## config.mk

```make
export PLATFORM = sky130hd
export DESIGN_NAME = dtjd_tod
export DESIGN_NICKNAME = d
export VERILOG_FILES = /design/src/rtl/core/assert_macros.svh /design/src/rtl/core/dtjd_pkg.sv /design/src/rtl/core/dtjd_tod.sv
export SDC_FILE = /design/constraint.sdc
export NUM_CORES = 1
export LEC_CHECK = 0
export ABC_AREA = 1
export BUFFER_PORTS_ARGS = -buffer_cell sky130_fd_sc_hd__buf_2
export CELL_PAD_IN_SITES_DETAIL_PLACEMENT = 1
export CELL_PAD_IN_SITES_GLOBAL_PLACEMENT = 2
export CORE_ASPECT_RATIO = 0.7
export CORE_UTILIZATION = 42
export CTS_CLUSTER_DIAMETER = 120
export DETAILED_ROUTE_END_ITERATION = 16
export PLACE_DENSITY = 0.84
export SLEW_MARGIN = 20
export SYNTH_ARGS = -nofsm -noshare
export SYNTH_HDL_FRONTEND = slang
export SYNTH_SLANG_ARGS = --single-unit
```

## constraint.sdc

```tcl
create_clock -name clk -period 8.3 [get_ports clk]
set_input_delay 0.83 -clock clk [delete_from_list [all_inputs] [get_ports clk]]
set_output_delay 0.83 -clock clk [all_outputs]
set_load 0.05 [all_outputs]
```

## src/rtl/core/assert_macros.svh

```systemverilog
// assertion macros shared by the rtl that checks itself
// clocked on clk, disabled while arst_n is low
`ifndef ASSERT_MACROS_SVH
`define ASSERT_MACROS_SVH

// plain clocked property
`define DTJD_ASSERT(lbl, prop, msg) \
	lbl: assert property (@(posedge clk) disable iff (!arst_n) (prop)) else $error(msg);

// antecedent in one cycle, consequent in the next
`define DTJD_ASSERT_NEXT(lbl, ante, cons, msg) \
	`DTJD_ASSERT(lbl, (ante) |=> (cons), msg)

`endif

```

## src/rtl/core/dtjd_pkg.sv

```systemverilog
// shared widths, constants and the month table for the julian day converter
// no dependencies
package dtjd_pkg;

	localparam int DaysW = 25;
	localparam int FracW = 17;
	localparam int OutW  = 40;
	localparam int MtermW = 9;

	localparam int EpochOffset = 1720995;
	localparam int JdScale     = 100000;
	localparam int GregKey     = 15 + 31 * (10 + 12 * 1582);
	// floor(ay/100) done as floor((ay + CentBias)/100) - CentBias/100
	localparam int CentBias    = 16500;
	localparam int CentRecip   = 41944;
	localparam int CentShift   = 22;
	// rounded fraction = floor((125*s + 53) / 108), reciprocal of 108
	localparam int FracRecip   = 19884108;
	localparam int FracShift   = 31;
	localparam int FracMax     = 100281;

	// floor(30.6001 * am) for the adjusted month number
	function automatic logic [MtermW-1:0] month_term(input logic [4:0] am);
		logic [MtermW-1:0] v;
		case (am)
			5'd4:    v = 9'd122;
			5'd5:    v = 9'd153;
			5'd6:    v = 9'd183;
			5'd7:    v = 9'd214;
			5'd8:    v = 9'd244;
			5'd9:    v = 9'd275;
			5'd10:   v = 9'd306;
			5'd11:   v = 9'd336;
			5'd12:   v = 9'd367;
			5'd13:   v = 9'd397;
			5'd14:   v = 9'd428;
			5'd15:   v = 9'd459;
			5'd16:   v = 9'd489;
			default: v = 9'd0;
		endcase
		return v;
	endfunction

endpackage

```

## src/rtl/core/dtjd_tod.sv

```systemverilog
// time of day to rounded fraction of a day in units of 1e-5, three stages
// depends on dtjd_pkg
module dtjd_tod (
	input  logic                           clk,
	input  logic                           en,
	input  logic [4:0]                     hour,
	input  logic [5:0]                     minute,
	input  logic [5:0]                     second_of_minute,
	output logic [dtjd_pkg::FracW-1:0]     frac
);
	import dtjd_pkg::*;

	// stage 1: seconds past noon
	logic [16:0] hs;
	logic [16:0] secs;
	logic [16:0] secs_s1;

	always_comb begin
		hs   = 17'(hour) * 17'd3600;
		secs = (hour < 5'd12 ? hs + 17'd43200 : hs - 17'd43200)
			+ 17'(minute) * 17'd60 + 17'(second_of_minute);
	end

	always_ff @(posedge clk) begin
		if (en) secs_s1 <= secs;
	end

	// stage 2: 125*s plus the rounding bias, ties go down
	logic [23:0] x_s2;

	always_ff @(posedge clk) begin
		if (en) x_s2 <= 24'(secs_s1) * 24'd125 + 24'd53;
	end

	// stage 3: divide by 108 through the reciprocal
	logic [48:0]      prod;
	logic [FracW-1:0] frac_s3;

	assign prod = 49'(x_s2) * 49'(FracRecip);

	always_ff @(posedge clk) begin
		if (en) frac_s3 <= prod[FracShift+FracW-1:FracShift];
	end

	assign frac = frac_s3;

endmodule

```

==> run_results.csv <==
group,metric,value,unit
die,die_height,175,um
die,die_x,248,um
route,drc,0,
synthesis,synthFlopType,"edfxtp_1",
final_layout,layout_commonest_cell,"inv_1",
die,start_util,43.1,%
status,status,"finished clean",
route,wire_per_inst,18.5,um
clock_tree,cts_resized,0,
clock_tree,cts_tree,"built",
die,die_area,43400,um^2
clock_tree,insertion_delay,0.35,ns
setup_path,crit_family,"adder cells",
final_layout,fin_area,19100,um^2
sta,rsz0062_at_grt,"no",
final_layout,fin_util,46.0,%
setup_path,critPathBufInv,4,
min_path,hold_class,"in2reg",
global_route,grt_use_total,23.7,%
final_layout,nets,2786,
placement,portBuffers,35,
synthesis,synth_edf_count,58,
setup_path,critPathKind,"reg2reg",
die,row_count,62,
setup_path,arrival,6.65,ns
clock_tree,cts.sinks,58,
route,vias,13600,
sta,fmax,153,MHz
final_layout,area_growth,6.74,%
sta,finalSetupViolCount,0,
sta,worstMarginPinSlew,1.09,ns
placement,dp_hpwl,44000,um
synthesis,synth.distinct_cells,31,
final_layout,multi_input_area,14000,um^2
sta,fin_crit_sh,78.8,%
sta,hold_viol,0,
global_route,antenna_found_initial,0,
placement,place_area,18800,um^2
setup_path,path_max_fanout,13,
sta,slew-limit-headroom,27.4,%
clock_tree,cts-root-buf,"clkbuf_16",
final_layout,ff_latch_area,1740,um^2
clock_tree,cts_hold_buf,0,
synthesis,async_flop_share,0,%
sta,skew,0.0106,ns
sta,period_needed,6.54,ns
placement,gpl.final_weighted_congestion,0.949,
global_route,grt_pass1_wl,79300,um
route,ant_nets,0,
synthesis,syn_avg_cell_area,8.62,um^2
synthesis,netlist_instances,2071,
setup_path,crit_top_cell,"fa_1",
final_layout,drive_gt1_share,3.62,%
flow_run,maxCapViolCount,0,
final_layout,n_antenna_cell,0,
route,routed_wirelength,49400,um
global_route,grt_max_degree,59,
setup_path,max_stage_delay,0.95,ns
synthesis,synth_seq_area_share,9.75,%
final_layout,fillCellCount,5014,
setup_path,path_cells,"fa_1 -> fa_1 -> inv_1 -> fa_1 -> inv_1 -> fa_1 -> fa_1 -> fa_1 -> inv_1 -> fa_1 -> inv_1 -> ha_1 -> nand2_1 -> nor2_1 -> nand3_1 -> nor2_1 -> nand4_1 -> nand4_1 -> nand2_1",
die,ioPinCount,36,
synthesis,synth-warning-count,0,
sta,final.setup.tns,0,ns
die,coreArea,41400,um^2
route,drt_iter0_drc,757,
final_layout,final_cell_mix,"inv_1 (563), nand2_1 (371), ha_1 (362)",
synthesis,ys_seq_elements,58,
setup_path,crit_required,8.41,ns
clock_tree,cts_buffers,9,
clock_tree,clk_path_buf_depth,2,
setup_path,start_kind,"flip-flop",
synthesis,syn_nets,2735,
setup_path,crit_slowest_cell,"edfxtp_1",
clock_tree,clkTransAtPathRegs,0.07,ns
route,viasPerCell,5.09,
sta,maxSlewViolCount,0,
global_route,overflow,0,
clock_tree,htree_levels,3,
clock_tree,cts_setup_buffers,0,
global_route,grt_pass1_vias,14400,
synthesis,syn-cell-area,17900,um^2
setup_path,end_kind,"flip-flop",
route,dr.pass1.iters,5,
## state kept, by name, summed over array words and instances (netlist names)
signal,flops
x_s2,24
frac,17
secs_s1,17
## layer usage
metal  vias up  part of all wire (%)  track usage [%]
li1       6471                     -                -
met4         0                  0.78             3.11
met1      6841                    52             37.2
met2       254                    41             33.9
met5         -                     0                0
met3        22                   6.4             4.60
## metrics by stage
stage                     cells  hold WS (ns)  worst slack [ns]
final                      2671         0.670              1.76
after global routing       2671         0.660              1.43
after CTS                  2671         0.654              1.81
after detailed placement   2655         0.841              1.83
after global placement     2655         0.840              1.87
after floorplan            2071         0.711              2.53
## path summary, 6_finish.rpt
kind | from | to | slack (ns) | depth (start not counted)
worst max-delay path | x_s2[9]$_DFFE_PP_ | frac[10]$_DFFE_PP_ | 1.76 | 19
worst min-delay path | second_of_minute[1] | secs_s1[1]$_DFFE_PP_ | 0.67 | 1
worst max register to register | x_s2[9]$_DFFE_PP_ | frac[10]$_DFFE_PP_ | 1.76 | 19
worst min register to register | secs_s1[0]$_DFFE_PP_ | x_s2[0]$_DFFE_PP_ | 0.84 | 1
## final cells by class
class,instances,share of cell area [%]
inverters,563,11.1
well taps,544,3.57
clock inverters,6,0.427
multi-input cells,1450,73.5
repair buffers,40,1.12
flip-flops and latches,58,9.14
clock buffers,10,1.20
## cells in the mapped netlist (7+ instances only)
cell type / count / share of area (%)
inv_1: 563 / 12
nand2_1: 371 / 7.8
ha_1: 362 / 25
fa_1: 283 / 32
nor2_1: 102 / 2.1
a21oi_1: 88 / 2.5
nand3_1: 61 / 1.7
edfxtp_1: 58 / 9.8
o21ai_0: 39 / 1.1
xor2_1: 28 / 1.4
xnor2_1: 26 / 1.3
nand4_1: 20 / 0.70
nor3_1: 10 / 0.28
o21bai_1: 10 / 0.42
nor2_2: 8 / 0.28
nand2_2: 7 / 0.25
## worst register-to-register path, stage by stage, from the launching register on
cell and delay, ns:
edfxtp_1 0.95, fa_1 0.58, fa_1 0.51, inv_1 0.05
fa_1 0.48, inv_1 0.07, fa_1 0.50, fa_1 0.52
fa_1 0.55, inv_1 0.05, fa_1 0.53, inv_1 0.05
ha_1 0.32, nand2_1 0.12, nor2_1 0.20, nand3_1 0.21
nor2_1 0.23, nand4_1 0.18, nand4_1 0.14, nand2_1 0.07
## cell families (layout without fill, tap and decap cells)
| kind of cell | Yosys count | after routing | share of synthesized area [%] |
|---|---|---|---|
| adder cells (fa/ha/maj) | 645 | 645 | 57.1 |
| XOR/XNOR | 54 | 54 | 2.65 |
| flip-flops | 58 | 58 | 9.75 |
| AND/OR/NAND/NOR | 592 | 592 | 13.8 |
| AO/OA/AOI/OAI | 159 | 159 | 4.88 |
| buffers and inverters | 563 | 619 | 11.8 |
Power is left out: the tool's default activity adds up to more than one toggle a clock period on the data nets, which glitch-free logic cannot reach.
