--- src/rtl/core/assert_macros.svh ---
// assertion macros shared by the rtl that checks itself
// clocked on clk, disabled while arst_n is low
`ifndef ASSERT_MACROS_SVH
`define ASSERT_MACROS_SVH

// plain clocked property
`define DTJD_ASSERT(lbl, prop, msg) \
	lbl: assert property (@(posedge clk) disable iff (!arst_n) (prop)) else $error(msg);

// antecedent in one cycle, consequent in the next
`define DTJD_ASSERT_NEXT(lbl, ante, cons, msg) \
	`DTJD_ASSERT(lbl, (ante) |=> (cons), msg)

`endif

--- src/rtl/core/dtjd_pkg.sv ---
// shared widths, constants and the month table for the julian day converter
// no dependencies
package dtjd_pkg;

	localparam int DaysW = 25;
	localparam int FracW = 17;
	localparam int OutW  = 40;
	localparam int MtermW = 9;

	localparam int EpochOffset = 1720995;
	localparam int JdScale     = 100000;
	localparam int GregKey     = 15 + 31 * (10 + 12 * 1582);
	// floor(ay/100) done as floor((ay + CentBias)/100) - CentBias/100
	localparam int CentBias    = 16500;
	localparam int CentRecip   = 41944;
	localparam int CentShift   = 22;
	// rounded fraction = floor((125*s + 53) / 108), reciprocal of 108
	localparam int FracRecip   = 19884108;
	localparam int FracShift   = 31;
	localparam int FracMax     = 100281;

	// floor(30.6001 * am) for the adjusted month number
	function automatic logic [MtermW-1:0] month_term(input logic [4:0] am);
		logic [MtermW-1:0] v;
		case (am)
			5'd4:    v = 9'd122;
			5'd5:    v = 9'd153;
			5'd6:    v = 9'd183;
			5'd7:    v = 9'd214;
			5'd8:    v = 9'd244;
			5'd9:    v = 9'd275;
			5'd10:   v = 9'd306;
			5'd11:   v = 9'd336;
			5'd12:   v = 9'd367;
			5'd13:   v = 9'd397;
			5'd14:   v = 9'd428;
			5'd15:   v = 9'd459;
			5'd16:   v = 9'd489;
			default: v = 9'd0;
		endcase
		return v;
	endfunction

endpackage

--- src/rtl/core/dtjd_day.sv ---
// integer julian day number path, three register stages
// depends on dtjd_pkg
module dtjd_day (
	input  logic                               clk,
	input  logic                               en,
	input  logic [4:0]                         day,
	input  logic [3:0]                         month,
	input  logic signed [14:0]                 year,
	input  logic [4:0]                         hour,
	output logic signed [dtjd_pkg::DaysW-1:0]  days
);
	import dtjd_pkg::*;

	// stage 1: adjusted year, month term, gregorian test and before-noon flag
	logic               march;
	logic signed [15:0] y16;
	logic signed [15:0] ay;
	logic [4:0]         am;
	logic signed [24:0] y25;
	logic signed [24:0] my;
	logic signed [24:0] gkey;

	logic signed [15:0] ay_s1;
	logic [MtermW-1:0]  mterm_s1;
	logic [4:0]         day_s1;
	logic               greg_s1;
	logic               dec_s1;

	always_comb begin
		march = month > 4'd2;
		y16   = 16'(year);
		ay    = march ? y16 : y16 - 16'sd1;
		am    = march ? 5'(month) + 5'd1 : 5'(month) + 5'd13;
		y25   = 25'(year);
		my    = y25 * 25'sd12 + signed'(25'(month));
		gkey  = my * 25'sd31 + signed'(25'(day));
	end

	always_ff @(posedge clk) begin
		if (en) begin
			ay_s1    <= ay;
			mterm_s1 <= month_term(am);
			day_s1   <= day;
			greg_s1  <= gkey >= 25'(GregKey);
			dec_s1   <= hour < 5'd12;
		end
	end

	// stage 2: base day count and century via reciprocal multiply
	logic signed [25:0]    yday;
	logic signed [DaysW-1:0] base;
	logic signed [16:0]    ub;
	logic [31:0]           cprod;

	logic signed [DaysW-1:0] base_s2;
	logic [8:0]              acent_s2;
	logic                    greg_s2;

	always_comb begin
		yday  = 26'(ay_s1) * 26'sd1461;
		base  = DaysW'(yday >>> 2) + signed'(DaysW'(mterm_s1)) + signed'(DaysW'(day_s1))
			+ DaysW'(EpochOffset) - (dec_s1 ? DaysW'(1) : DaysW'(0));
		ub    = 17'(ay_s1) + 17'(CentBias);
		cprod = 32'(ub[15:0]) * 32'(CentRecip);
	end

	always_ff @(posedge clk) begin
		if (en) begin
			base_s2  <= base;
			acent_s2 <= cprod[CentShift+8:CentShift];
			greg_s2  <= greg_s1;
		end
	end

	// stage 3: gregorian correction 2 - a + floor(a/4)
	logic signed [9:0] a;
	logic signed [9:0] corr;
	logic signed [DaysW-1:0] days_s3;

	always_comb begin
		a    = signed'(10'(acent_s2)) - 10'(CentBias / 100);
		corr = 10'sd2 - a + (a >>> 2);
	end

	always_ff @(posedge clk) begin
		if (en) begin
			days_s3 <= base_s2 + (greg_s2 ? DaysW'(corr) : DaysW'(0));
		end
	end

	assign days = days_s3;

endmodule

--- config.mk ---
export PLATFORM = sky130hd
export DESIGN_NAME = dtjd_day
export DESIGN_NICKNAME = d
export VERILOG_FILES = /design/src/rtl/core/assert_macros.svh /design/src/rtl/core/dtjd_pkg.sv /design/src/rtl/core/dtjd_day.sv
export SDC_FILE = /design/constraint.sdc
export NUM_CORES = 1
export LEC_CHECK = 0
export ABC_CLOCK_PERIOD_IN_PS = 10400
export BUFFER_PORTS_ARGS = -buffer_cell sky130_fd_sc_hd__buf_2
export CAP_MARGIN = 0
export CORE_MARGIN = 5
export CORE_UTILIZATION = 35
export DETAILED_ROUTE_END_ITERATION = 8
export HOLD_SLACK_MARGIN = 0.1
export PLACE_DENSITY_LB_ADDON = 0.12
export SLEW_MARGIN = 10
export SYNTH_ARGS = -nofsm -noshare
export SYNTH_HDL_FRONTEND = slang
export SYNTH_SLANG_ARGS = --single-unit
--- constraint.sdc ---
create_clock -name clk -period 10.4 [get_ports clk]
set_input_delay 0 -clock clk [delete_from_list [all_inputs] [get_ports clk]]
set_output_delay 0 -clock clk [all_outputs]
set_load 0.005 [all_outputs]
==> impl_results.md <==
* Status: complete, no violations
* DRT iter0 DRCs at 469
* Layout cells sized above 1 at 4.80%
* CP peak stage delay at 0.54 ns
* EDFF count, synth at 92
* Unique masters post-synth at 84
* Die ar. at 0.0589 mm^2
* Drt total wl at 39.7 mm
* Yosys reg bits at 92
* CTS buffer count at 9
* Vias/cell at 4.79
* Maxcap violations at 0
* Die height at 243 um
* CP startpoint kind: primary input
* Clk_lat worst skew at 0.36 ns
* Cts repair resizes at 0
* Fin Hold WS at 0.133 ns
* Adder-Cell Fraction of Synth Area at 49.3%
* Sequential Area at 0.00276 mm^2
* Most frequent cell after synthesis: inv_1
* Total track usage at 13.8%
* Relative slew slack at 17.5%
* Largest net degree at the start of global routing at 72
* Clock transition at path regs at 0.06 ns
* Clk buf depth at 2
* Post-Synthesis Cells at 1931
* Simple-gate area share of the yosys netlist at 7.66%
* Most common library cells after synthesis: inv_1 (429), ha_1 (409), fa_1 (211)
* Worst-path fanout max at 6
* Worst Path Required at 10.51 ns
* Port bufs at 53
* I/O pin total at 56
* Post-DR wirelength/cell at 14.6 um
* Area taken by multi-input logic gates at 0.0146 mm^2
* WP data arrival at 8.09 ns
* Synth Area in Compound Gates at 11.6%
* Die width at 243 um
* Avg Cell Area, Syn at 9.82 um^2
* Nets at 2668
* Syn nets at 2582
* Ys flop type: edfxtp_1
* Synth Warn # at 0
* Fin util at 38.5%
* Final Cycle Share at 76.7%
* Async S/R FF share, synth at 0%
* Largest family of logic cells by synthesized area: adder cells
* Final setup viols at 0
* Fin. Hold Viols at 0
* Worst Tran Pin Value at 1.21 ns
* Critical path's most frequent cell: inv_1
* Via count at 13000
* Worst path slowest cell: fa_1
* GP Congestion at 0.830
* Critical path type: primary input to flip-flop
* Non-Filler Instances at 2721
* HPWL Detailed at 35.2 mm
* Grt ovf at 0
* Area leader, netlist: ha_1
* Setup TNS at 0 ns
* Clock Sinks at 92
* RSZ-0062 raised after global routing: no
* Fmax at 0.125 GHz
* Minimum clock period at 7.97 ns
* Initial antenna violation count at 4
* Residual DRC at 0
* Filler cell count at 5343
* Area Growth Syn to Fin at 8.96%
* Post-Place Cells at 2682
* Core Area at 0.0537 mm^2
* Cell Area, Synth at 0.0190 mm^2
* Root Buffer: clkbuf_16
* Pre-Repair DR Iteration Count at 5
* Mux contribution to synthesized area at 0.271%
* H-tree depth at 3
* XOR/XNOR share of the synthesized area at 8.01%
* HP Class: primary input to flip-flop
* Post-synth top area share at 27.0%
* Vias in the first global route at 13900
* # rows at 85
* Final ANT Viol Nets at 0
* Global-route wire length before repair at 68.1 mm
* Sequential share of the synthesized area at 14.6%
* Worst Clk Skew at 0.0114 ns
* Max Slew Vio Count at 0
* Top post-synthesis cells by area: ha_1 (27%), fa_1 (22%), edfxtp_1 (15%)
* Initial Util at 35.3%
* CTS tree: done
* CP endpoint kind: flip-flop
[routing by layer]
layer	vias to the layer above	track usage, %	wire length [um]
li1	6651	-	-
met1	6265	18.8	19200
met2	85	24.3	19300
met3	22	1.49	683
met4	2	2.34	445
met5	-	0	7
[sequential cells by signal, indices dropped and copies added (netlist names)]
| signal | cells |
|---|---|
| base_s2 | 25 |
| days | 25 |
| ay_s1 | 16 |
| acent_s2 | 9 |
| mterm_s1 | 9 |
| day_s1 | 5 |
| dec_s1 | 1 |
| greg_s1 | 1 |
| greg_s2 | 1 |
[logic make-up after synthesis]
group / after synthesis
adder cells (fa/ha/maj): 620
multiplexers: 5
flip-flops: 92
AND/OR/NAND/NOR: 280
buffers and inverters: 435
XOR/XNOR: 171
AO/OA/AOI/OAI: 328
[final cells by class]
| cell class | count | area share, % |
|---|---|---|
| timing repair buffer | 80 | 2.52 |
| clock buffer | 9 | 1.09 |
| antenna | 3 | 0.0363 |
| clock inverter | 7 | 0.466 |
| tap | 696 | 4.22 |
| inverter | 430 | 7.81 |
| multi-input combinational | 1404 | 70.5 |
| sequential | 92 | 13.4 |
[metrics by stage]
stage	worst slack [ns]	instance area, um^2
final	2.43	20700
after global routing	1.90	20700
after CTS	2.26	20600
after detailed placement	2.46	20100
after global placement	2.50	20100
after floorplan	3.37	19000
[cells in the final DEF (no fill, tap or decap), drive strengths merged, types with 27 or more instances in the layout]
cell type	instances
fa	211
a21oi	86
a21o	45
o21ai	64
xor2	57
nor3	27
nand2	56
nor2	75
buf	60
xnor2	113
edfxtp	92
ha	409
inv	432
nand3	28
[path summary, 6_finish.rpt]
check             startpoint  cells past startpoint          end  slack, ns
hold reg to reg   base_s2[0]                      1      days[0]       0.61
setup reg to reg    ay_s1[4]                     31  base_s2[23]       2.61
hold / removal       year[8]                      3     ay_s1[8]       0.13
setup / recovery     year[2]                     31      greg_s1       2.43
[worst max-delay path: cells and delay by family]
kind	cells	cell delay (ns)
buffers and inverters	7	1.05
xor gates and xnor gates	2	0.62
adders and majority gates	8	3.07
and+or+nand+nor	2	0.42
AOI/OAI and AO/OA	12	2.93
[timing repair]
action,CTS,global route
setup buffers,0,0
hold buffers,20,0
endpoints found under the hold margin,40,0
Power is left out: the tool's default activity adds up to more than one toggle a clock period on the data nets, which glitch-free logic cannot reach.
