===== src/rtl/core/assert_macros.svh =====
// assertion macros shared by the rtl that checks itself
// clocked on clk, disabled while arst_n is low
`ifndef ASSERT_MACROS_SVH
`define ASSERT_MACROS_SVH

// plain clocked property
`define DTJD_ASSERT(lbl, prop, msg) \
	lbl: assert property (@(posedge clk) disable iff (!arst_n) (prop)) else $error(msg);

// antecedent in one cycle, consequent in the next
`define DTJD_ASSERT_NEXT(lbl, ante, cons, msg) \
	`DTJD_ASSERT(lbl, (ante) |=> (cons), msg)

`endif


===== src/rtl/core/dtjd_pkg.sv =====
// shared widths, constants and the month table for the julian day converter
// no dependencies
package dtjd_pkg;

	localparam int DaysW = 25;
	localparam int FracW = 17;
	localparam int OutW  = 40;
	localparam int MtermW = 9;

	localparam int EpochOffset = 1720995;
	localparam int JdScale     = 100000;
	localparam int GregKey     = 15 + 31 * (10 + 12 * 1582);
	// floor(ay/100) done as floor((ay + CentBias)/100) - CentBias/100
	localparam int CentBias    = 16500;
	localparam int CentRecip   = 41944;
	localparam int CentShift   = 22;
	// rounded fraction = floor((125*s + 53) / 108), reciprocal of 108
	localparam int FracRecip   = 19884108;
	localparam int FracShift   = 31;
	localparam int FracMax     = 100281;

	// floor(30.6001 * am) for the adjusted month number
	function automatic logic [MtermW-1:0] month_term(input logic [4:0] am);
		logic [MtermW-1:0] v;
		case (am)
			5'd4:    v = 9'd122;
			5'd5:    v = 9'd153;
			5'd6:    v = 9'd183;
			5'd7:    v = 9'd214;
			5'd8:    v = 9'd244;
			5'd9:    v = 9'd275;
			5'd10:   v = 9'd306;
			5'd11:   v = 9'd336;
			5'd12:   v = 9'd367;
			5'd13:   v = 9'd397;
			5'd14:   v = 9'd428;
			5'd15:   v = 9'd459;
			5'd16:   v = 9'd489;
			default: v = 9'd0;
		endcase
		return v;
	endfunction

endpackage


===== src/rtl/core/dtjd_scale.sv =====
// scales the day number by 100000 and adds the day fraction, two stages
// depends on dtjd_pkg
module dtjd_scale (
	input  logic                              clk,
	input  logic                              en,
	input  logic signed [dtjd_pkg::DaysW-1:0] days,
	input  logic [dtjd_pkg::FracW-1:0]        frac,
	output logic signed [dtjd_pkg::OutW-1:0]  jd
);
	import dtjd_pkg::*;

	logic signed [41:0]     dprod;
	logic signed [OutW-1:0] dprod_s4;
	logic [FracW-1:0]       frac_s4;
	logic signed [OutW-1:0] jd_s5;

	assign dprod = 42'(days) * 42'(JdScale);

	always_ff @(posedge clk) begin
		if (en) begin
			dprod_s4 <= dprod[OutW-1:0];
			frac_s4  <= frac;
			// result wraps modulo 2^40
			jd_s5    <= dprod_s4 + signed'(OutW'(frac_s4));
		end
	end

	assign jd = jd_s5;

endmodule


===== config.mk =====
export PLATFORM = sky130hd
export DESIGN_NAME = dtjd_scale
export DESIGN_NICKNAME = d
export VERILOG_FILES = /design/src/rtl/core/assert_macros.svh /design/src/rtl/core/dtjd_pkg.sv /design/src/rtl/core/dtjd_scale.sv
export SDC_FILE = /design/constraint.sdc
export NUM_CORES = 1
export LEC_CHECK = 0
export BUFFER_PORTS_ARGS = -buffer_cell sky130_fd_sc_hd__buf_2
export CAP_MARGIN = 5
export CORE_ASPECT_RATIO = 0.75
export CORE_MARGIN = 1
export CORE_UTILIZATION = 60
export DETAILED_ROUTE_END_ITERATION = 12
export HOLD_SLACK_MARGIN = 0.02
export PLACE_DENSITY = 0.79
export SLEW_MARGIN = 25
export SYNTH_ARGS = -nofsm -noshare
export SYNTH_HDL_FRONTEND = slang
export SYNTH_SLANG_ARGS = --single-unit

===== constraint.sdc =====
create_clock -name clk -period 7.05 [get_ports clk]
set_input_delay 1.41 -clock clk [delete_from_list [all_inputs] [get_ports clk]]
set_output_delay 1.41 -clock clk [all_outputs]
set_load 0.05 [all_outputs]

==> results of run 1 <==
[cell usage after synthesis]
| cell type | instances | area (µm²) |
|---|---|---|
| sky130_fd_sc_hd__a21o_1 | 23 | 173 |
| sky130_fd_sc_hd__inv_1 | 196 | 736 |
| sky130_fd_sc_hd__a211oi_1 | 3 | 22.5 |
| sky130_fd_sc_hd__and2_1 | 2 | 12.5 |
| sky130_fd_sc_hd__a311oi_1 | 2 | 17.5 |
| sky130_fd_sc_hd__nand4_1 | 12 | 75.1 |
| sky130_fd_sc_hd__o211ai_1 | 1 | 7.51 |
| sky130_fd_sc_hd__o21bai_1 | 5 | 37.5 |
| sky130_fd_sc_hd__or3_1 | 1 | 6.26 |
| sky130_fd_sc_hd__ha_1 | 151 | 1890 |
| sky130_fd_sc_hd__o21ai_0 | 16 | 80.1 |
| sky130_fd_sc_hd__a41o_1 | 1 | 10.0 |
| sky130_fd_sc_hd__nor3_1 | 6 | 30.0 |
| sky130_fd_sc_hd__a21oi_1 | 33 | 165 |
| sky130_fd_sc_hd__or2_1 | 1 | 6.26 |
| sky130_fd_sc_hd__and4_1 | 1 | 8.76 |
| sky130_fd_sc_hd__mux2_2 | 2 | 22.5 |
| sky130_fd_sc_hd__edfxtp_1 | 92 | 2760 |
| sky130_fd_sc_hd__a31oi_1 | 6 | 37.5 |
| sky130_fd_sc_hd__xnor2_1 | 60 | 526 |
| sky130_fd_sc_hd__a32oi_1 | 1 | 8.76 |
| sky130_fd_sc_hd__o21a_1 | 7 | 52.6 |
| sky130_fd_sc_hd__nor2b_1 | 7 | 43.8 |
| sky130_fd_sc_hd__a21boi_1 | 1 | 7.51 |
| sky130_fd_sc_hd__nor3b_1 | 1 | 7.51 |
| sky130_fd_sc_hd__nand2_1 | 30 | 113 |
| sky130_fd_sc_hd__a221o_1 | 4 | 40.0 |
| sky130_fd_sc_hd__a21oi_2 | 2 | 17.5 |
| sky130_fd_sc_hd__xor2_1 | 23 | 201 |
| sky130_fd_sc_hd__and2_0 | 1 | 6.26 |
| sky130_fd_sc_hd__nand3_1 | 26 | 130 |
| sky130_fd_sc_hd__o221a_2 | 1 | 11.3 |
| sky130_fd_sc_hd__o21ai_1 | 4 | 20.0 |
| sky130_fd_sc_hd__mux2i_1 | 2 | 20.0 |
| sky130_fd_sc_hd__nand3b_1 | 2 | 15.0 |
| sky130_fd_sc_hd__clkbuf_1 | 10 | 37.5 |
| sky130_fd_sc_hd__nor2_1 | 27 | 101 |
| sky130_fd_sc_hd__a211o_1 | 2 | 17.5 |
| sky130_fd_sc_hd__fa_1 | 76 | 1520 |
| sky130_fd_sc_hd__and3_1 | 4 | 25.0 |
| sky130_fd_sc_hd__a2111oi_0 | 1 | 8.76 |
| sky130_fd_sc_hd__nand2b_1 | 3 | 18.8 |
[flip-flops by register name, summed over array words and instances, names as in the netlist]
| name | cells |
|---|---|
| frac_s4 | 17 |
| dprod_s4 | 35 |
| jd | 40 |
[cell type report]
| type | count | area share [%] |
|---|---|---|
| multi-input combinational | 551 | 55.2 |
| sequential | 92 | 27.7 |
| inverter | 196 | 7.36 |
| timing repair buffer | 84 | 4.46 |
| tap | 200 | 2.50 |
| clock buffer | 9 | 2.25 |
| clock inverter | 7 | 0.576 |
[cells by family (layout without fill, tap and decap cells)]
group	after synthesis	in the layout	synth area share (%)
XOR/XNOR	83	83	8.03
buffers and inverters	206	296	8.54
multiplexers	4	4	0.470
AND/OR/NAND/NOR	124	124	6.62
flip-flops	92	92	30.5
AO/OA/AOI/OAI	113	113	8.12
adder cells (fa/ha/maj)	227	227	37.7
[stage by stage]
stage	cells	hold slack, ns
after floorplan	849	0.400
after global placement	1122	0.400
after detailed placement	1123	0.407
after CTS	1139	0.423
after global routing	1139	0.429
final	1139	0.421
[per-layer routing]
metal	global-route usage, %	vias to the layer above
met5	0	-
met4	3.95	0
met3	5.00	11
met2	32.5	165
met1	36.5	2690
li1	-	2980
[power breakdown]
group / switching [mW] / total [mW] / internal, mW
clock: 0.205 / 0.450 / 0.245
sequential: 0.0885 / 1.05 / 0.960
combinational: 1.85 / 3.06 / 1.21
[worst max path at each step]
stage                     startpoint      endpoint  slack (ns)  cells after the start
final                        days[2]  dprod_s4[39]        0.97                     20
after global placement       days[2]  dprod_s4[39]        0.78                     20
after floorplan              days[2]  dprod_s4[35]        1.15                     19
after CTS                    days[2]  dprod_s4[39]        1.04                     20
after detailed placement     days[2]  dprod_s4[39]        0.69                     20
after global routing         days[2]  dprod_s4[37]        0.71                     20
==> reports/qor.txt, run 1 <==
Sum of met2 wire segment lengths after detailed routing -> 6390 µm
Standby leakage power -> 4.93 nW
Number of distinct library cells after synthesis -> 42
Count of max-cap constraint violations -> 0
Part of the cycle the worst path needs -> 86.3%
Highest routed layer -> met4
Beginning of the worst hold path -> frac_s4[2]
Die outline height -> 108 µm
Ordered list of cells on the worst path -> buf_2 > ha_1 > ha_1 > xor2_1 > ha_1 > a21o_1 > fa_1 > inv_1 > fa_1 > inv_1 > ha_1 > a21oi_2 > a21oi_1 > a211o_1 > o21ai_1 > a31oi_1 > a221o_1 > or2_1 > a31oi_1 > xnor2_1
Ratio of total power to cell area -> 456 nW/µm²
Worst skew pair latency -> 0.34 ns
Crit path setup slack, layout -> 0.965 ns
Highest fanout seen on the critical path -> 6
Post-cts repair resize count -> 0
Setup TNS -> 0 ns
Via count of the first global-routing pass -> 5713
Post-synthesis instance area -> 9050 µm²
Endpoint with the worst hold slack -> jd[2]
CTS tree -> built
Final Skew -> 0.00573 ns
Final count of pins violating max slew -> 0
Via total after detailed routing -> 5846
Summed area of non-filler cells in the final layout -> 9990 µm²
Overall overflow remaining after global route -> 0
Number of iterations in the first detailed-routing pass -> 5
Total placed instance area -> 9710 µm²
Floorplan Core Area -> 14600 µm²
Clock sinks -> 92
Violation count after the first detailed-route iteration -> 404
Category of the worst setup path capture point -> register
R2r startpoint -> dprod_s4[5]
Outcome -> finished, final reports clean
CTS root buf -> sky130_fd_sc_hd__clkbuf_16
Worst slew margin relative to its limit -> 37.1%
Detailed placer's ending HPWL -> 14200 µm
GP Congestion -> 0.914
Total power after layout -> 4.56 mW
Sequential area share after synthesis -> 30.5%
Critical Path AT -> 6.17 ns
Via density -> 5.13
Post-layout nets -> 1205
CTS Hold Buffers Added -> 0
Total area of multi-input combinational cells -> 5510 µm²
Average detailed-routed wire length per instance -> 14.5 µm
Worst reg-to-reg path cell count -> 12
Worst Tran Pin Value -> 0.944 ns
Kind of critical path -> in -> reg
Setup repair after global routing missed its margin -> false
Top library cells by usage in the layout, fill and taps aside -> sky130_fd_sc_hd__inv_1, sky130_fd_sc_hd__ha_1, sky130_fd_sc_hd__edfxtp_1, sky130_fd_sc_hd__buf_2, sky130_fd_sc_hd__fa_1
Area growth from synthesis to layout -> 10.4%
Final wirelength -> 16600 µm
Register area -> 2760 µm²
Most common cell after layout, fill and taps aside -> sky130_fd_sc_hd__inv_1
Worst VDD drop -> 0.205 mV
Warnings from Yosys -> 0
Die width -> 144 µm
Hold Vio Cnt, Final -> 0
Count of buffers inserted at the top-level ports -> 83
Clock-pin transition on the worst setup and hold timing paths -> 0.07 ns
Routed metal-1 wirelength -> 9090 µm
Maximum buffer depth of the clock tree -> 2
Detailed-routed wire length on met3 -> 954 µm
Worst flop-to-flop path endpoint -> jd[29]
Setup fix buffers added after clock tree synthesis -> 0
Largest net degree at the start of global routing -> 52
Count of state elements after synthesis -> 92
Effective utilization at floorplan -> 62.0%
Number of antenna diodes -> 0
Total of fill cells in the finished design -> 1137
Flop2flop setup slack -> 3.72 ns
Crit path launch type -> input pin
Post-route DRC -> 0
Instance count of the mapped netlist -> 849
I/O pin count -> 84
Post-synthesis area per instance -> 10.7 µm²
Antenna Violating Nets Remaining -> 0
Fraction of final layout cells sized beyond drive strength 1 -> 11.1%
Initial antenna violation count -> 0
Worst path slowest cell -> sky130_fd_sc_hd__fa_1
Worst hold-check path type -> reg -> reg
Largest stage delay, worst path -> 0.53 ns
Number of nets produced by synthesis -> 1120
Number of buffers and inverters on the critical path -> 3
Upper clock frequency limit -> 164 MHz
Die outline area -> 15600 µm²
Final cell utilization of the core -> 68.4%
Total global-route track usage -> 23.1%
Final critical path time including I/O delays and setup -> 6.08 ns
Most common cell type on the critical path -> sky130_fd_sc_hd__ha_1
Top cell family by delay on the critical path -> adder cells
Std-Cell Rows -> 38
H-Tree Depth -> 3
Number of setup violations in the final report -> 0
TritonCTS buffer count -> 9
Worst hold path stage count -> 0
Worst-case setup slack after placement -> 0.687 ns
First-pass GRT wire length -> 27600 µm
Data required time at the worst endpoint -> 7.14 ns
Power figures use the tool's default switching activity.
==> run 2, diff against run 1 <==
Settings changed: PLACE_DENSITY 0.79 to 0.8.
==> run 2 against run 1 <==
Against the previous run:
- final area hardly changed
- register-to-register slack worse by 0.02 ns
- clock skew is 0.0043 ns higher
- count of clock-buffer cells in the layout stayed put
- sequential share of layout area hardly changed
- largest cell class unchanged
- critical path type unchanged
- non-clock buffer count is 1 lower
- clock power is 5.6% higher
- first-iteration DRC count is 1.7% lower
- wire length is 0.92% higher
- power is 0.70% higher
==> reports/qor.txt, run 2 (same netlist as run 1, synthesis figures left out) <==
Outcome -> finished, final reports clean
Std-Cell Rows -> 38
Top library cells by usage in the layout, fill and taps aside -> sky130_fd_sc_hd__inv_1, sky130_fd_sc_hd__ha_1, sky130_fd_sc_hd__edfxtp_1, sky130_fd_sc_hd__buf_2, sky130_fd_sc_hd__fa_1
Violation count after the first detailed-route iteration -> 397
Total internal power -> 2.45 mW
Number of setup violations in the final report -> 0
Overall overflow remaining after global route -> 0
Number of antenna diodes -> 0
Post-cts repair resize count -> 0
Net switching power figure -> 2.14 mW
Sequential share of power -> 22.8%
Via count of the first global-routing pass -> 5714
Clock sinks -> 92
Share of total power consumed by net switching -> 46.7%
Average detailed-routed wire length per instance -> 14.7 µm
CTS root buf -> sky130_fd_sc_hd__clkbuf_16
Die outline height -> 108 µm
Post-route DRC -> 0
Category of the worst setup path capture point -> register
Standby leakage power -> 4.92 nW
CTS Hold Buffers Added -> 0
Initial antenna violation count -> 0
Setup TNS -> 0 ns
Final wirelength -> 16700 µm
Register area -> 2760 µm²
TritonCTS buffer count -> 9
Total placed instance area -> 9680 µm²
Detailed placer's ending HPWL -> 14300 µm
Crit path launch type -> input pin
GP Congestion -> 0.927
Setup repair after global routing missed its margin -> false
Total instance count after detailed placement -> 1122
Worst hold-check path type -> reg -> reg
Worst VDD drop -> 0.248 mV
Antenna Violating Nets Remaining -> 0
Worst slew margin relative to its limit -> 38.0%
Highest fanout seen on the critical path -> 6
Floorplan Core Area -> 14600 µm²
Via density -> 5.18
Kind of critical path -> in -> reg
Post-layout nets -> 1204
Via total after detailed routing -> 5885
First-pass GRT wire length -> 28000 µm
Ordered list of cells on the worst path -> buf_2 > ha_1 > ha_1 > xor2_1 > ha_1 > a21o_1 > fa_1 > inv_1 > fa_1 > inv_1 > ha_1 > a21oi_2 > a21oi_1 > a211o_1 > o21ai_1 > a31oi_1 > a221o_1 > or2_1 > a31oi_1 > xnor2_1
Total area of multi-input combinational cells -> 5510 µm²
Upper clock frequency limit -> 164 MHz
H-Tree Depth -> 3
Setup fix buffers added after clock tree synthesis -> 0
Part of the cycle the worst path needs -> 86.6%
Largest net degree at the start of global routing -> 93
Worst Tran Pin Value -> 0.931 ns
Final Skew -> 0.0100 ns
Clock group share of total power -> 10.3%
Die outline area -> 15600 µm²
Final critical path time including I/O delays and setup -> 6.11 ns
CTS tree -> built
Summed area of non-filler cells in the final layout -> 9980 µm²
Combinational fraction of design power -> 66.9%
Total global-route track usage -> 23.6%
Non-filler instance count after layout -> 1137
Worst skew pair latency -> 0.35 ns
Area growth from synthesis to layout -> 10.3%
Effective utilization at floorplan -> 62.0%
Ratio of total power to cell area -> 460 nW/µm²
Hold Vio Cnt, Final -> 0
Total power after layout -> 4.59 mW
Worst path slowest cell -> sky130_fd_sc_hd__fa_1
Count of max-cap constraint violations -> 0
Largest register FFs -> 40
Total of fill cells in the finished design -> 1095
Clock-pin transition on the worst setup and hold timing paths -> 0.07 ns
Fraction of final layout cells sized beyond drive strength 1 -> 11.0%
Most common cell after layout, fill and taps aside -> sky130_fd_sc_hd__inv_1
Most common cell type on the critical path -> sky130_fd_sc_hd__ha_1
Largest stage delay, worst path -> 0.53 ns
Data required time at the worst endpoint -> 7.14 ns
Die width -> 144 µm
Maximum buffer depth of the clock tree -> 2
I/O pin count -> 84
Final count of pins violating max slew -> 0
Count of buffers inserted at the top-level ports -> 83
Number of iterations in the first detailed-routing pass -> 5
Critical Path AT -> 6.19 ns
run 2: changes by cell type in the layout (fill, tap and decap cells not counted):
cell	previous run	this run
sky130_fd_sc_hd__clkinv_1	1	0
sky130_fd_sc_hd__bufinv_16	0	1
sky130_fd_sc_hd__inv_8	1	0
sky130_fd_sc_hd__inv_6	4	2
sky130_fd_sc_hd__buf_16	1	0
sky130_fd_sc_hd__buf_4	1	0
sky130_fd_sc_hd__buf_6	0	1
sky130_fd_sc_hd__clkinv_4	0	2
run 2: worst paths after layout:
| check | from | endpoint | slack (ns) | cells past startpoint |
|---|---|---|---|---|
| worst max-delay path | days[2] | dprod_s4[39] | 0.94 | 20 |
| worst min-delay path | frac_s4[0] | jd[0] | 0.41 | 0 |
| worst max register to register | dprod_s4[5] | jd[29] | 3.70 | 12 |
| worst min register to register | frac_s4[0] | jd[0] | 0.41 | 0 |
run 2: stage by stage:
step	setup slack, ns	utilization [%]	hold slack (ns)
final	0.941	68.4	0.412
after global routing	0.733	68.4	0.425
after CTS	1.01	68.4	0.414
after detailed placement	0.648	66.3	0.405
after global placement	0.795	66.3	0.400
after floorplan	1.15	-	0.400
run 2: per-layer routing:
metal	up-vias	global-route usage [%]	share of wire, %
met3	10	4.38	5.4
li1	2976	-	-
met4	0	4.94	0.74
met1	2731	36.5	54
met2	168	34.2	40
met5	-	0	0
run 2: area by class of cell:
class                   instances  share of cell area [%]
multi-input cells             551                    55.2
flip-flops and latches         92                    27.7
inverters                     196                    7.37
repair buffers                 83                    4.22
well taps                     200                    2.51
clock buffers                   9                    2.26
clock inverters                 6                   0.727
run 2: power by group through the flow:
stage	Clock [mW]	Sequential [mW]	Combinational, mW
after floorplan	0	1.30	2.12
after global placement	0	1.05	2.97
after detailed placement	0	1.06	3.03
after CTS	0.490	1.05	3.05
after global routing	0.509	1.07	3.43
final	0.475	1.05	3.07
run 2: worst max-delay path, delay by kind of cell:
kind,cells,cell delay [ns]
xor+xnor,2,0.26
simple gates,1,0.25
fa+ha+maj,6,2.31
buf+inv,3,0.23
compound gates,8,1.72
==> run 3, diff against run 2 <==
Settings changed: RECOVER_POWER set to 25.
==> run 3 against run 2 <==
Against the previous run:
- the run now ends with capacitance limit, slew limit left
- global-route usage is the same
- first-iteration DRC count grew 0.25%
- wire length grew 0.28%
- critical path type unchanged
- utilization shrank 0.069 points
- via count is essentially flat
- combinational power is essentially flat
- sequential share of layout area is essentially flat
- highest routed layer unchanged
==> reports/qor.txt, run 3 (same netlist as run 1, synthesis figures left out) <==
Outcome -> finished, violations left
Violations in the final reports -> capacitance limit, slew limit
Std-Cell Rows -> 38
Post-cts repair resize count -> 0
Overall overflow remaining after global route -> 0
Detailed placer's ending HPWL -> 14300 µm
Worst flop-to-flop path endpoint -> jd[29]
Total placed instance area -> 9680 µm²
Average detailed-routed wire length per instance -> 14.7 µm
Total power after layout -> 4.59 mW
Ratio of total power to cell area -> 461 nW/µm²
Number of setup violations in the final report -> 0
Upper clock frequency limit -> 164 MHz
Count of max-cap constraint violations -> 1
Worst hold path stage count -> 0
Count of buffers inserted at the top-level ports -> 83
Combinational fraction of design power -> 66.8%
Final Skew -> 0.00840 ns
Area growth from synthesis to layout -> 10.2%
Setup repair after global routing missed its margin -> false
Initial antenna violation count -> 0
Kind of critical path -> in -> reg
Number of iterations in the first detailed-routing pass -> 5
Total area of multi-input combinational cells -> 5510 µm²
Most common cell after layout, fill and taps aside -> sky130_fd_sc_hd__inv_1
Total instance count after detailed placement -> 1122
Number of buffers and inverters on the critical path -> 3
Setup TNS -> 0 ns
First-pass GRT wire length -> 28000 µm
Violation count after the first detailed-route iteration -> 398
Summed area of non-filler cells in the final layout -> 9970 µm²
Net switching power figure -> 2.15 mW
Die width -> 144 µm
Final wirelength -> 16800 µm
Via total after detailed routing -> 5888
Ordered list of cells on the worst path -> buf_2 > ha_1 > ha_1 > xor2_1 > ha_1 > a21o_1 > fa_1 > inv_1 > fa_1 > inv_1 > ha_1 > a21oi_2 > a21oi_1 > a211o_1 > o21ai_1 > a31oi_1 > a221o_1 > or2_1 > a31oi_1 > xnor2_1
Worst skew pair latency -> 0.35 ns
Worst path slowest cell -> sky130_fd_sc_hd__fa_1
Final count of pins violating max slew -> 93
Non-filler instance count after layout -> 1137
Die outline height -> 108 µm
Top cell family by delay on the critical path -> adder cells
Floorplan Core Area -> 14600 µm²
Post-route DRC -> 0
Die outline area -> 15600 µm²
Category of the worst setup path capture point -> register
CTS root buf -> sky130_fd_sc_hd__clkbuf_16
Endpoint with the worst hold slack -> jd[0]
GP Congestion -> 0.927
TritonCTS buffer count -> 9
Maximum buffer depth of the clock tree -> 2
I/O pin count -> 84
Top library cells by usage in the layout, fill and taps aside -> sky130_fd_sc_hd__inv_1, sky130_fd_sc_hd__ha_1, sky130_fd_sc_hd__edfxtp_1, sky130_fd_sc_hd__buf_2, sky130_fd_sc_hd__fa_1
Total global-route track usage -> 23.6%
Largest stage delay, worst path -> 0.53 ns
R2r startpoint -> dprod_s4[5]
CTS tree -> built
CTS Hold Buffers Added -> 0
Clock-pin transition on the worst setup and hold timing paths -> 0.07 ns
Largest register FFs -> 40
Hold Vio Cnt, Final -> 0
Worst reg-to-reg path cell count -> 12
Final critical path time including I/O delays and setup -> 6.11 ns
Clock group share of total power -> 10.4%
Via count of the first global-routing pass -> 5714
Part of the cycle the worst path needs -> 86.7%
Standby leakage power -> 4.91 nW
Crit path setup slack, layout -> 0.938 ns
Worst Tran Pin Value -> 4.54 ns
Total internal power -> 2.45 mW
Total of fill cells in the finished design -> 1096
Share of total power consumed by net switching -> 46.7%
Worst-case setup slack after placement -> 0.648 ns
Final hold slack -> 0.414 ns
Worst slew margin relative to its limit -> -203%
Worst hold-check path type -> reg -> reg
Beginning of the worst hold path -> frac_s4[0]
Setup fix buffers added after clock tree synthesis -> 0
Largest net degree at the start of global routing -> 93
Final cell utilization of the core -> 68.3%
Clock sinks -> 92
H-Tree Depth -> 3
Highest fanout seen on the critical path -> 6
Effective utilization at floorplan -> 62.0%
Fraction of final layout cells sized beyond drive strength 1 -> 10.7%
Register area -> 2760 µm²
Via density -> 5.18
Sequential share of power -> 22.9%
Critical Path AT -> 6.20 ns
Crit path launch type -> input pin
Antenna Violating Nets Remaining -> 0
Number of antenna diodes -> 0
Most common cell type on the critical path -> sky130_fd_sc_hd__ha_1
Post-layout nets -> 1204
Data required time at the worst endpoint -> 7.14 ns
Flop2flop setup slack -> 3.70 ns
Worst VDD drop -> 0.251 mV
run 3: per-layer routing:
| layer | wire length [µm] | global-route usage [%] |
|---|---|---|
| met1 | 8970 | 36.5 |
| met2 | 6620 | 34.2 |
| met3 | 988 | 4.38 |
| met4 | 178 | 4.94 |
| met5 | 0 | 0 |
run 3: layout make-up:
class / instances / area share, %
inverter: 196 / 7.38
timing repair buffer: 83 / 4.13
clock inverter: 6 / 0.728
sequential: 92 / 27.7
tap: 200 / 2.51
multi-input combinational: 551 / 55.3
clock buffer: 9 / 2.26
run 3: power groups by stage:
stage | Combinational (mW) | Sequential, mW | Clock (mW)
after floorplan | 2.12 | 1.30 | 0
after global placement | 2.97 | 1.05 | 0
after detailed placement | 3.03 | 1.06 | 0
after CTS | 3.05 | 1.05 | 0.490
after global routing | 3.43 | 1.07 | 0.509
final | 3.07 | 1.05 | 0.478
run 3: worst max-delay path by stage:
stage | from | to | slack (ns) | depth (start not counted)
2_1_floorplan | days[2] | dprod_s4[35] | 1.15 | 19
3_3_place_gp | days[2] | dprod_s4[39] | 0.79 | 20
3_5_place_dp | days[2] | dprod_s4[39] | 0.65 | 20
4_1_cts | days[2] | dprod_s4[39] | 1.01 | 20
5_1_grt | days[2] | dprod_s4[35] | 0.73 | 20
6_report | days[2] | dprod_s4[39] | 0.94 | 20
